--- src/assert_macros.svh ---
// ----------------------------------------------------------------------------
// Assertion macros
// Concurrent assertion wrappers shared by the metronome click generator RTL.
// ----------------------------------------------------------------------------
`ifndef ASSERT_MACROS_SVH
`define ASSERT_MACROS_SVH

// explicit clock and reset
`define MCG_ASSERT_CLK(lbl, clk, rst, prop, msg) \
   lbl: assert property (@(posedge clk) disable iff (rst) prop) else $error(msg);

// block clock and reset by their usual names
`define MCG_ASSERT(lbl, prop, msg) \
   `MCG_ASSERT_CLK(lbl, clock, reset, prop, msg)

`endif

--- src/mcg_pkg.sv ---
// ----------------------------------------------------------------------------
// mcg_pkg
// Shared constants, command type and quarter-wave sine table.
// ----------------------------------------------------------------------------
package mcg_pkg;

   // sine table
   localparam int SINE_TABLE_DEPTH = 1024;
   localparam int IDX_W            = $clog2(SINE_TABLE_DEPTH);
   localparam int QTR_W            = IDX_W - 2;
   localparam int QTR_N            = 1 << QTR_W;
   localparam int SINE_W           = 24;
   localparam int MAG_W            = SINE_W - 1;

   // fixed-point constants
   localparam logic [24:0] ENV_ONE  = 25'h100_0000;   // 1.0 in Q1.24
   localparam logic [16:0] GAIN_MAX = 17'h1_0000;     // 1.0 in Q1.16

   // register reset values
   localparam logic [30:0] PHASE_STEP_RST = 31'd93639000;
   localparam logic [23:0] DECAY_RST      = 24'd16757099;
   localparam logic [16:0] OUT_GAIN_RST   = 17'd32768;
   localparam logic [15:0] K_STEP_RST     = 16'd852;
   localparam logic [15:0] K_GAIN_RST     = 16'd4150;
   localparam logic [15:0] K_ENV_RST      = 16'd2110;

   // register map
   localparam int CSR_IDX_W = 3;
   localparam logic [CSR_IDX_W-1:0] CSR_PHASE_STEP = 3'd0;
   localparam logic [CSR_IDX_W-1:0] CSR_DECAY      = 3'd1;
   localparam logic [CSR_IDX_W-1:0] CSR_OUT_GAIN   = 3'd2;
   localparam logic [CSR_IDX_W-1:0] CSR_K_STEP     = 3'd3;
   localparam logic [CSR_IDX_W-1:0] CSR_K_GAIN     = 3'd4;
   localparam logic [CSR_IDX_W-1:0] CSR_K_ENV      = 3'd5;

   // datapath operations
   localparam int OP_W = 4;
   localparam logic [OP_W-1:0] OP_NOP    = 4'd0;
   localparam logic [OP_W-1:0] OP_ACCEPT = 4'd1;  // take request, beat logic
   localparam logic [OP_W-1:0] OP_DECAY  = 4'd2;  // env * decay
   localparam logic [OP_W-1:0] OP_STEP   = 4'd3;  // store env, step smoother mul
   localparam logic [OP_W-1:0] OP_GAIN   = 4'd4;  // update step, gain smoother mul
   localparam logic [OP_W-1:0] OP_PHASE  = 4'd5;  // update gain + phase, env mul
   localparam logic [OP_W-1:0] OP_ENVS   = 4'd6;  // update env smoother, sine read
   localparam logic [OP_W-1:0] OP_GE     = 4'd7;  // gain * env
   localparam logic [OP_W-1:0] OP_GS     = 4'd8;  // (gain*env) * sine

   typedef struct packed {
      logic [OP_W-1:0] op;
      logic            load_out;
   } mcg_cmd_type;

   typedef logic [QTR_N-1:0][MAG_W-1:0] sine_qtr_type;

   localparam longint POLY_ONE   = 64'sd1073741824;
   localparam longint SINE_MAX_V = 64'sd8388607;

   // quarter-wave odd polynomial, argument k/QTR_N of a quarter turn
   function automatic logic [MAG_W-1:0] sine_mag(input int k);
      longint t;
      longint t2;
      longint acc;
      longint v;
      t   = longint'(k) <<< (30 - QTR_W);
      t2  = (t * t) / POLY_ONE;
      acc = -64'sd3864;
      acc = 64'sd172272 + acc * t2 / POLY_ONE;
      acc = -64'sd5026995 + acc * t2 / POLY_ONE;
      acc = 64'sd85569306 + acc * t2 / POLY_ONE;
      acc = -64'sd693598668 + acc * t2 / POLY_ONE;
      acc = 64'sd1686629713 + acc * t2 / POLY_ONE;
      v   = acc * t / POLY_ONE;
      v   = (v + 64) / 128;
      if (v < 0) begin
         v = 0;
      end
      if (v > SINE_MAX_V) begin
         v = SINE_MAX_V;
      end
      return v[MAG_W-1:0];
   endfunction

   function automatic sine_qtr_type build_sine_qtr();
      sine_qtr_type tbl;
      int i;
      for (i = 0; i < QTR_N; i++) begin
         tbl[i] = sine_mag(i);
      end
      return tbl;
   endfunction

   localparam sine_qtr_type      SINE_QTR  = build_sine_qtr();
   localparam logic [MAG_W-1:0]  SINE_PEAK = sine_mag(QTR_N);

endpackage

--- src/mcg_ctrl.sv ---
// ----------------------------------------------------------------------------
// mcg_ctrl
// Sequencer: steps one request through the shared multiplier schedule.
// ----------------------------------------------------------------------------
`include "assert_macros.svh"

module mcg_ctrl import mcg_pkg::*; (
   input  logic        clock,
   input  logic        reset,
   input  logic        req_valid,
   input  logic        req_playing,
   output logic        req_ready,
   output logic        rsp_valid,
   input  logic        rsp_ready,
   output mcg_cmd_type cmd
);

   localparam logic [3:0] ST_IDLE  = 4'd0;
   localparam logic [3:0] ST_DECAY = 4'd1;
   localparam logic [3:0] ST_STEP  = 4'd2;
   localparam logic [3:0] ST_GAIN  = 4'd3;
   localparam logic [3:0] ST_PHASE = 4'd4;
   localparam logic [3:0] ST_ENVS  = 4'd5;
   localparam logic [3:0] ST_GE    = 4'd6;
   localparam logic [3:0] ST_GS    = 4'd7;
   localparam logic [3:0] ST_OUT   = 4'd8;

   logic [3:0] state_ff, state_in;
   logic       rsp_valid_ff, rsp_valid_in;
   logic       out_free;

   assign out_free  = !rsp_valid_ff || rsp_ready;
   assign req_ready = (state_ff == ST_IDLE);
   assign rsp_valid = rsp_valid_ff;

   always_comb begin
      state_in     = state_ff;
      rsp_valid_in = rsp_valid_ff && !rsp_ready;
      cmd.op       = OP_NOP;
      cmd.load_out = 1'b0;
      case (state_ff)
         ST_IDLE: begin
            if (req_valid) begin
               cmd.op   = OP_ACCEPT;
               state_in = req_playing ? ST_DECAY : ST_OUT;
            end
         end
         ST_DECAY: begin
            cmd.op   = OP_DECAY;
            state_in = ST_STEP;
         end
         ST_STEP: begin
            cmd.op   = OP_STEP;
            state_in = ST_GAIN;
         end
         ST_GAIN: begin
            cmd.op   = OP_GAIN;
            state_in = ST_PHASE;
         end
         ST_PHASE: begin
            cmd.op   = OP_PHASE;
            state_in = ST_ENVS;
         end
         ST_ENVS: begin
            cmd.op   = OP_ENVS;
            state_in = ST_GE;
         end
         ST_GE: begin
            cmd.op   = OP_GE;
            state_in = ST_GS;
         end
         ST_GS: begin
            cmd.op   = OP_GS;
            state_in = ST_OUT;
         end
         ST_OUT: begin
            // hold here until the output register is free
            if (out_free) begin
               cmd.load_out = 1'b1;
               rsp_valid_in = 1'b1;
               state_in     = ST_IDLE;
            end
         end
         default: begin
            state_in = ST_IDLE;
         end
      endcase
   end

   always_ff @(posedge clock) begin
      if (reset) begin
         state_ff     <= ST_IDLE;
         rsp_valid_ff <= 1'b0;
      end else begin
         state_ff     <= state_in;
         rsp_valid_ff <= rsp_valid_in;
      end
   end

   `MCG_ASSERT(a_stop_to_out, (req_valid && req_ready && !req_playing) |=> (state_ff == ST_OUT), "stopped request must go straight to output")
   `MCG_ASSERT(a_rsp_from_out, $rose(rsp_valid_ff) |-> ($past(state_ff) == ST_OUT), "response raised outside output state")
   `MCG_ASSERT(a_out_stall, (state_ff == ST_OUT && rsp_valid_ff && !rsp_ready) |=> (state_ff == ST_OUT && rsp_valid_ff), "pending response overrun")

endmodule

--- config.mk ---
export PLATFORM = sky130hd
export DESIGN_NAME = mcg_ctrl
export DESIGN_NICKNAME = d
export VERILOG_FILES = /design/src/mcg_pkg.sv /design/src/mcg_ctrl.sv
export VERILOG_INCLUDE_DIRS = /design/src /design/src/src
export SDC_FILE = /design/constraint.sdc
export NUM_CORES = 1
export LEC_CHECK = 0
export ABC_CLOCK_PERIOD_IN_PS = 1300
export BUFFER_PORTS_ARGS = -buffer_cell sky130_fd_sc_hd__buf_4
export CORE_AREA = 2 2 39 41
export CTS_CLUSTER_SIZE = 14
export DETAILED_ROUTE_END_ITERATION = 8
export DIE_AREA = 0 0 41 43
export GPL_TIMING_DRIVEN = 0
export PLACE_DENSITY = 0.38
export SLEW_MARGIN = 20
export SYNTH_ARGS = -nofsm -noshare
export SYNTH_HDL_FRONTEND = slang
export SYNTH_SLANG_ARGS = --single-unit
export TNS_END_PERCENT = 1
--- constraint.sdc ---
create_clock -name clock -period 1.3 [get_ports clock]
set_input_delay 0.195 -clock clock [delete_from_list [all_inputs] [get_ports clock]]
set_output_delay 0.195 -clock clock [all_outputs]
set_load 0.01 [all_outputs]
* After elaboration in Yosys (flattened, before gate mapping)
Cells that the tools add are included.
** Storage, ports and cells
- Word-level logic and storage cells :: 28
- Output and inout port bits :: 7
- Register bits after elaboration :: 5
** Cells by class
- Eq/ne operators :: 10
- Mux-type cells :: 10
- Reduce and logical (&&, ||, !) cells :: 6
** Operators with widths (number)
- 4-bit one-hot mux with 9 select lines :: 1
- 4-bit one-hot mux with 8 select lines :: 1
- 4-bit by 3-bit equality test with 1-bit output, second input constant :: 4
- 4-bit 2-to-1 mux :: 3
- 4-bit by 2-bit equality test with 1-bit output, second input constant :: 2
- 1-bit 2-to-1 mux :: 5
- 4-bit by 1-bit equality test with 1-bit output, second input constant :: 1
- 4-bit equality test, second input constant :: 1
- 4-bit zero test :: 1
- 2-bit inequality test, second input constant :: 2
- 1-bit zero test :: 2
- 2-bit AND reduction :: 1
- 1-bit logical AND :: 1
- 1-bit logical OR :: 1

* Longest topological paths before layout
Gate-level depths: netlist of the first run.
- Depth in word-level cells :: 4
- Depth in mapped cells :: 4
- Gate-level depth less buffers :: 3

* Worst setup path before layout of the first run
OpenSTA, ideal clock, no wires.
- Path kind :: register to output
- From :: register state_ff[3]
- To :: output req_ready
- Required time :: 1105 ps
- Path slack :: 230 ps
- Arrival :: 875 ps
- Stages on the path, launching flop included :: 3
- Cell sequence :: dfxtp_1 > buf_6 > nor4_1
** On the way
- Word-level cells in the longest chain between the ends :: 1
** Ends and longest elaborated chain
- start, declared :: line mcg_ctrl.sv:28 : logic [3:0] state_ff, state_in;
- start signal, assigned :: line mcg_ctrl.sv:95 : state_ff <= state_in;
- 4-bit zero test :: line mcg_ctrl.sv:33 : assign req_ready = (state_ff == ST_IDLE);
- end, declared :: line mcg_ctrl.sv:12 : output logic req_ready,
No other way between the ends.

==> flow_metrics.tcl, run 1 <==
set metrics [dict create \
    drt-total-wl_um 697 \
    antenna_found_initial 0 \
    fin_util_pct 35.6 \
    cts_sinks 5 \
    n_antenna_cell 0 \
    ys_seq_area_share_pct 37.7 \
    powerDensity_mw_per_mm2 1090 \
    grt_pass1_vias 298 \
    clk-insertion-delay-late_ns 0.24 \
    syn_nets 37 \
    max_freq_mhz 738 \
    cp.arrival_ns 1.16 \
    track_usage_pct 10.3 \
    avgSynthCellArea_um2 8.29 \
    slew_viol_final 0 \
    maxCapViolations 0 \
    cp_cell_sequence "nor3_4, nand2_2, a21oi_2, buf_4" \
    p_leak_uw 0.000221 \
    ant_nets 0 \
    gp_congestion 0.716 \
    vias 285 \
    violations "setup timing" \
    r2r_start "state_ff[0]" \
    ys_warn_count 0 \
    outcome "complete, but fails checks" \
    clk_path_buf_depth 2 \
    async_reset_ff_share_pct 0 \
    ir_drop_uv 485 \
    synth_edf_count 0 \
    synth_area_um2 265 \
    crit_fanout 5 \
    post-dp-hpwl_um 496 \
    drt-vias-per-instance 4.25 \
    worst_setup_path_end_kind "output port" \
    fp.dieW_um 41 \
    fin_crit_sh_pct 104 \
    fill_cells 151 \
    cp_slowest_cell "dfxtp_4" \
    wl_per_cell_um 10.4 \
    report.final.hold_viol_count 0 \
    drt_iter0_drc 5 \
    hold_path_class "in2reg" \
    finalNonFillerCells 67 \
    cpPeakStageDelay_ns 0.37 \
    row_count 14 \
    drc 0 \
    first_pass_iters 4 \
    min-delay-start "reset" \
    worst_slack_ns -0.0555 \
    synth_top_area_share_pct 37.7 \
    seq_area_um2 109 \
    grt_max_degree 11 \
    synthFlopType "dfxtp_1" \
    dp.cells 59 \
    ioPinCount 12 \
    postSynthCellCount 32 \
    worst_clock_skew_ns 0.00138 \
    start_util_pct 19.2 \
    required_ns 1.11 \
    multi_input_area_um2 188 \
    cp.buffers_inverters 1 \
    cts_tree "yes" \
    htree_num_levels 1 \
    critical_path_class "reg2out" \
    holdBufCountCts 0 \
    whs_ns 0.150 \
    die-area_mm2 0.00176 \
    worstSetupStartpointType "flip-flop" \
    post-route-min-period_ns 1.36 \
    cts-root-buf "clkbuf_4" \
    p_total_uw 539 \
    final_nets 57 \
    synthTopCellsByCount "5 x dfxtp_1, 5 x nor3_1, 3 x nand2_1, 3 x nor2_1" \
    yosys.area.top_type "dfxtp_1" \
    grt.overflow.total 0 \
    grt_pass1_wl_um 1190 \
    ys_types 16 \
    startpoint "state_ff[0]" \
    drive_gt1_share_pct 68.6 \
    core_area_mm2 0.00138 \
    synthTopCellsByArea "dfxtp_1 38%, nor3_1 9.4%, buf_4 5.7%, nor3b_2 4.7%, nor4_1 4.7%" \
    maxSlewHeadroom_pct 87.1 \
    area_delta_synth_final_pct 85.8 \
    io_buffers 11 \
    die_h_um 43 \
    worst_pin_slew_ns 0.192 \
    clk_pin_slew_worst_paths_ns 0.04 \
    setup_viol 1 \
    ys_ff_latch 5 \
    rsz0062_at_grt "true" \
    cp_top_family "flip-flops" \
    cts_buffers 3 \
]
## worst paths after layout
check / to / slack [ns] / cells after the start
worst max-delay path: cmd[0] / -0.06 / 4
worst min-delay path: state_ff[1] / 0.15 / 2
worst max register to register: state_ff[3] / 0.25 / 5
worst min register to register: rsp_valid / 0.50 / 2
## kinds of logic after synthesis
family / share of synthesized area (%)
flops: 37.7
xor+xnor: 6.60
buf+inv: 12.7
compound gates: 13.2
simple gates: 29.7
## metal layers
metal | share of wire (%) | vias up | track usage (%)
met5 | 0 | - | 0
met4 | 0 | 0 | 8.00
met3 | 8.3 | 0 | 3.14
met2 | 54 | 10 | 14.4
met1 | 38 | 126 | 12.4
li1 | - | 149 | -
## power by group
group / switching, µW / internal [µW] / total [µW]
logic: 64.7 / 104 / 169
clock network: 63.9 / 116 / 180
registers: 24.1 / 166 / 190
## layout by cell type (no fill, tap or decap)
cell,count
buf_4,16
clkbuf_4,3
buf_6,2
nor2_1,2
nor3_2,2
inv_1,2
nor3_1,2
nand2_1,2
dfxtp_1,2
dfxtp_4,2
xnor2_2,1
nand2_4,1
xor2_2,1
nor2_2,1
nor4_2,1
nor3b_2,1
nor3_4,1
nand2_2,1
a21oi_2,1
a32oi_1,1
o2bb2ai_1,1
a21oi_1,1
a211oi_1,1
nor4_1,1
clkbuf_1,1
dfxtp_2,1
## flip-flops by register name, indices dropped and copies added, names as in the netlist
| register | count |
|---|---|
| state_ff | 4 |
| rsp_valid | 1 |
## area by class of cell
type	instances	share of cell area (%)
plain buffers	2	3.81
clock buffers	4	5.33
inverters	2	1.52
multi-input cells	22	38.1
flip-flops and latches	5	22.1
well taps	16	4.06
repair buffers	16	25.1
## timing repair
item	4_1_cts	5_1_grt
resized for setup	12	5
endpoints found under the setup margin	5	6
pin swaps	4	3
buffers inserted	4	1
## metrics by stage
stage	setup TNS [ns]	setup WS, ns	cell area [µm²]
after floorplan	0	0.230	265
after global placement	0	0.0794	368
after detailed placement	0	0.0422	368
after CTS	-0.199	-0.0611	469
after global routing	-0.322	-0.0984	493
final	-0.0555	-0.0555	493
Note: power is estimated with default switching activity, not from simulation.
==> run 2: changes to the inputs <==
- BUFFER_PORTS_ARGS: -buffer_cell sky130_fd_sc_hd__buf_4 -> unset
- DONT_BUFFER_PORTS: unset -> 1
- PLACE_DENSITY: 0.38 -> 0.3
==> run 2 against run 1 <==
- the run now ends clean
- clock skew grew 0.0055 ns
- sequential share of layout area grew 9.7 points
- sequential power shrank 3%
- combinational power shrank 52%
- routed wire length shrank 10%
- design area shrank 30%
- first-iteration DRC count shrank 100%
- clock power grew 2%
==> flow_metrics.tcl, run 2 (synthesized netlist as in run 1, its figures left out) <==
set metrics [dict create \
    outcome "finished, final reports clean" \
    post-route-min-period_ns 1.28 \
    drive_gt1_share_pct 41.7 \
    clk-insertion-delay-late_ns 0.24 \
    final_common_cell "nor3_1" \
    cp.arrival_ns 1.09 \
    fp.dieW_um 41 \
    clk_pin_slew_worst_paths_ns 0.05 \
    ioPinCount 12 \
    final_nets 42 \
    hold_path_class "in2reg" \
    max_freq_mhz 780 \
    cts_tree "yes" \
    worst_pin_slew_ns 0.363 \
    worstSetupStartpointType "flip-flop" \
    finalNonFillerCells 52 \
    worst_clock_skew_ns 0.00684 \
    top_layer "met4" \
    largest_reg_flops 4 \
    drt-total-wl_um 624 \
    n_antenna_cell 0 \
    ant_nets 0 \
    post-dp-hpwl_um 452 \
    critical_path_class "reg2out" \
    dp.cells 48 \
    slew_viol_final 0 \
    drt-vias-per-instance 4.62 \
    grt_pass1_wl_um 1030 \
    holdBufCountCts 0 \
    internal_power_uw 321 \
    seq_power_share_pct 41.0 \
    core_area_mm2 0.00138 \
    min-delay-start "reset" \
    area_delta_synth_final_pct 29.2 \
    track_usage_pct 9.45 \
    clk_path_buf_depth 2 \
    cts-root-buf "clkbuf_4" \
    p_sw_uw 129 \
    crit_fanout 6 \
    top_register "state_ff" \
    cts_buffers 3 \
    first_pass_iters 1 \
    gp_congestion 0.640 \
    grt_pass1_vias 240 \
    row_count 14 \
    start_util_pct 19.2 \
    met2_length_um 310 \
    ir_drop_uv 332 \
    sw_frac_of_total_pct 28.7 \
    grt.overflow.total 0 \
    wl_per_cell_um 12.0 \
    rsz0062_at_grt "true" \
    required_ns 1.11 \
    final_cell_mix "4 x nor3_1, 3 x nor2_1, 3 x nand2_1, 3 x clkbuf_4" \
    drc 0 \
    die_h_um 43 \
    final_area_um2 343 \
    cts_setup_buffers 0 \
    r2r_start "state_ff[1]" \
    drt-met1-wl_um 254 \
    p_comb_share_pct 18.0 \
    maxCapViolations 0 \
    drt_iter0_drc 0 \
    reg2reg_to "state_ff[3]" \
    maxSlewHeadroom_pct 75.6 \
    antenna_found_initial 0 \
    place_area_um2 285 \
    fin_util_pct 24.8 \
    min_path_cells 1 \
    report.final.hold_viol_count 0 \
    powerDensity_mw_per_mm2 1310 \
    vias 240 \
    clockPowerShare_pct 41.0 \
    r2r_slack_ns 0.30 \
    setup_viol 0 \
    cts_sinks 5 \
    die-area_mm2 0.00176 \
    p_leak_uw 0.000126 \
    htree_num_levels 1 \
    ctsResizeCount 8 \
    fin_crit_sh_pct 98.6 \
    io_buffers 0 \
    hold-path-endpoint "state_ff[0]" \
    met3_length_um 52 \
    grt_max_degree 11 \
    worst_setup_path_end_kind "output port" \
    r2r_cells 3 \
]
-- run 2: routing by layer --
layer,vias up,track usage [%]
li1,120,-
met1,109,9.68
met2,9,12.5
met3,2,4.71
met4,0,10.0
met5,-,0
-- run 2: power by group through the flow --
stage / Sequential, µW / Combinational (µW) / Clock [µW]
4_1_cts: 184 / 82.8 / 191
3_3_place_gp: 184 / 76.3 / 0
3_5_place_dp: 184 / 76.7 / 0
5_1_grt: 187 / 94.1 / 203
6_report: 185 / 81.0 / 184
2_1_floorplan: 181 / 67.3 / 0
-- run 2: worst max-delay path, stage by stage, from the launching register on --
cell and delay [ns]:
dfxtp_4 0.36, nor3_2 0.21, nand2_1 0.10, a21oi_2 0.17
-- run 2: worst max path at each step --
stage | startpoint | to | slack, ns | cells after the start
2_1_floorplan | state_ff[3] | req_ready | 0.23 | 2
3_3_place_gp | state_ff[0] | cmd[0] | 0.10 | 3
3_5_place_dp | state_ff[0] | cmd[0] | 0.11 | 3
4_1_cts | state_ff[0] | cmd[0] | -0.01 | 3
5_1_grt | state_ff[3] | req_ready | -0.06 | 2
6_report | state_ff[0] | cmd[0] | 0.02 | 3
-- run 2: stage by stage --
stage | hold WS [ns] | TNS (ns) | setup slack, ns | power, µW
2_1_floorplan | 0.264 | 0 | 0.230 | 248
3_3_place_gp | 0.266 | 0 | 0.103 | 260
3_5_place_dp | 0.268 | 0 | 0.113 | 261
4_1_cts | 0.00563 | -0.0128 | -0.00984 | 459
5_1_grt | 0.00151 | -0.158 | -0.0633 | 483
6_report | 0.0122 | 0 | 0.0185 | 450
-- run 2: cell type report --
| cell class | count | area [µm²] |
|---|---|---|
| well taps | 16 | 20.0 |
| multi-input cells | 22 | 154 |
| clock buffers | 4 | 26.3 |
| fillers | 166 | 1040 |
| inverters | 2 | 7.51 |
| plain buffers | 3 | 26.3 |
| flip-flops and latches | 5 | 109 |
==> run 3: changes to the inputs <==
- GPL_TIMING_DRIVEN: 0 -> unset
==> run 3 against run 2 <==
- via count shrank 8.3%
- global-route usage shrank 1.0 points
- sequential cell count is the same
- register-to-register slack is essentially flat
- fmax shrank 0.23%
- design area shrank 5.1%
- clock power shrank 4%
- critical path type unchanged
- highest routed layer is now met3
==> flow_metrics.tcl, run 3 (synthesized netlist as in run 1, its figures left out) <==
set metrics [dict create \
    area_delta_synth_final_pct 22.6 \
    dp.cells 46 \
    cts-root-buf "clkbuf_4" \
    cpPeakStageDelay_ns 0.35 \
    drc 0 \
    cp_cell_sequence "nor3_2, nand2_1, a21oi_2" \
    critical_path_class "reg2out" \
    powerDensity_mw_per_mm2 1380 \
    grt_pass1_wl_um 924 \
    drt-total-wl_um 585 \
    outcome "finished, final reports clean" \
    ant_nets 0 \
    vias 220 \
    met3_length_um 38 \
    setup_viol 0 \
    first_pass_iters 1 \
    top_layer "met3" \
    slew_viol_final 0 \
    cts_tree "yes" \
    worst_clock_skew_ns 0.00225 \
    post-route-min-period_ns 1.28 \
    worstSetupStartpointType "flip-flop" \
    finalNonFillerCells 51 \
    worst_setup_path_end_kind "output port" \
    cts_sinks 5 \
    whs_ns 0.0199 \
    grt_max_degree 12 \
    drt-vias-per-instance 4.31 \
    max_freq_mhz 779 \
    maxCapViolations 0 \
    hold_path_class "in2reg" \
    largest_reg_flops 4 \
    grt_pass1_vias 213 \
    pre_cts_ws_ns 0.0967 \
    top_register "state_ff" \
    die-area_mm2 0.00176 \
    final_area_um2 325 \
    report.final.hold_viol_count 0 \
    final_cell_mix "4 x nor3_1, 3 x nand2_1, 3 x clkbuf_4, 3 x dfxtp_2" \
    post-dp-hpwl_um 456 \
    cp.arrival_ns 1.09 \
    seq_area_um2 108 \
    drive_gt1_share_pct 42.9 \
    multi_input_area_um2 149 \
    drt-met1-wl_um 276 \
    met2_length_um 271 \
    grt.overflow.total 0 \
    fill_cells 156 \
    drt_iter0_drc 0 \
    row_count 14 \
    wl_per_cell_um 11.5 \
    fin_crit_sh_pct 98.8 \
    final_common_cell "nor3_1" \
    p_leak_uw 0.000116 \
    crit_fanout 6 \
    htree_num_levels 1 \
    ir_drop_uv 547 \
    ioPinCount 12 \
    die_h_um 43 \
    n_antenna_cell 0 \
    core_area_mm2 0.00138 \
    track_usage_pct 8.45 \
    clk_pin_slew_worst_paths_ns 0.04 \
    clk-insertion-delay-late_ns 0.24 \
    cp_top_family "flip-flops" \
    antenna_found_initial 0 \
    io_buffers 0 \
    worst_slack_ns 0.0156 \
    cp.buffers_inverters 0 \
    place_area_um2 267 \
    worst_pin_slew_ns 0.366 \
    clk_path_buf_depth 2 \
    fp.dieW_um 41 \
    final_nets 41 \
    rsz0062_at_grt "true" \
    gp_congestion 0.623 \
    required_ns 1.11 \
    cts_buffers 3 \
    maxSlewHeadroom_pct 75.4 \
    cp_slowest_cell "dfxtp_2" \
    start_util_pct 19.2 \
]
[run 3: where the power goes]
part | total (µW) | internal, µW | switching, µW | leakage (µW)
sequential | 190 | 166 | 23.2 | 0.0000428
combinational | 81.7 | 41.8 | 39.8 | 0.0000585
clock | 177 | 116 | 61.1 | 0.0000150
[run 3: area by class of cell]
type	count	area share, %
multi-input combinational	22	45.8
sequential	5	33.1
clock buffer	4	8.08
tap	16	6.15
timing repair buffer	2	4.62
inverter	2	2.31
[run 3: per-stage QoR]
step                total power (µW)  setup TNS, ns  util (%)
floorplan                        248              0         -
global placement                 255              0      19.3
detailed placement               256              0      19.3
CTS                              454              0      22.9
global route                     482        -0.0289      23.5
finish                           448              0      23.5
[run 3: repair_timing]
action | in CTS | in global routing
endpoints found under the setup margin | 4 | 2
buffers inserted | 1 | 0
hold endpoints to repair | 0 | 0
hold buffers | 0 | 0
pin swaps | 1 | 1
gates resized for setup | 7 | 2
[run 3: routing by layer]
metal  track usage (%)  vias up
met2              10.9        8
li1                  -      117
met3              4.71        0
met1              9.06       95
met5                 0        -
met4              8.00        0
[run 3: path summary, 6_finish.rpt]
| path | startpoint | end | slack, ns | depth (start not counted) |
|---|---|---|---|---|
| min | reset | rsp_valid | 0.02 | 1 |
| max | state_ff[0] | cmd[0] | 0.02 | 3 |
| max reg2reg | state_ff[0] | state_ff[3] | 0.29 | 3 |
| min reg2reg | state_ff[0] | state_ff[0] | 0.50 | 1 |
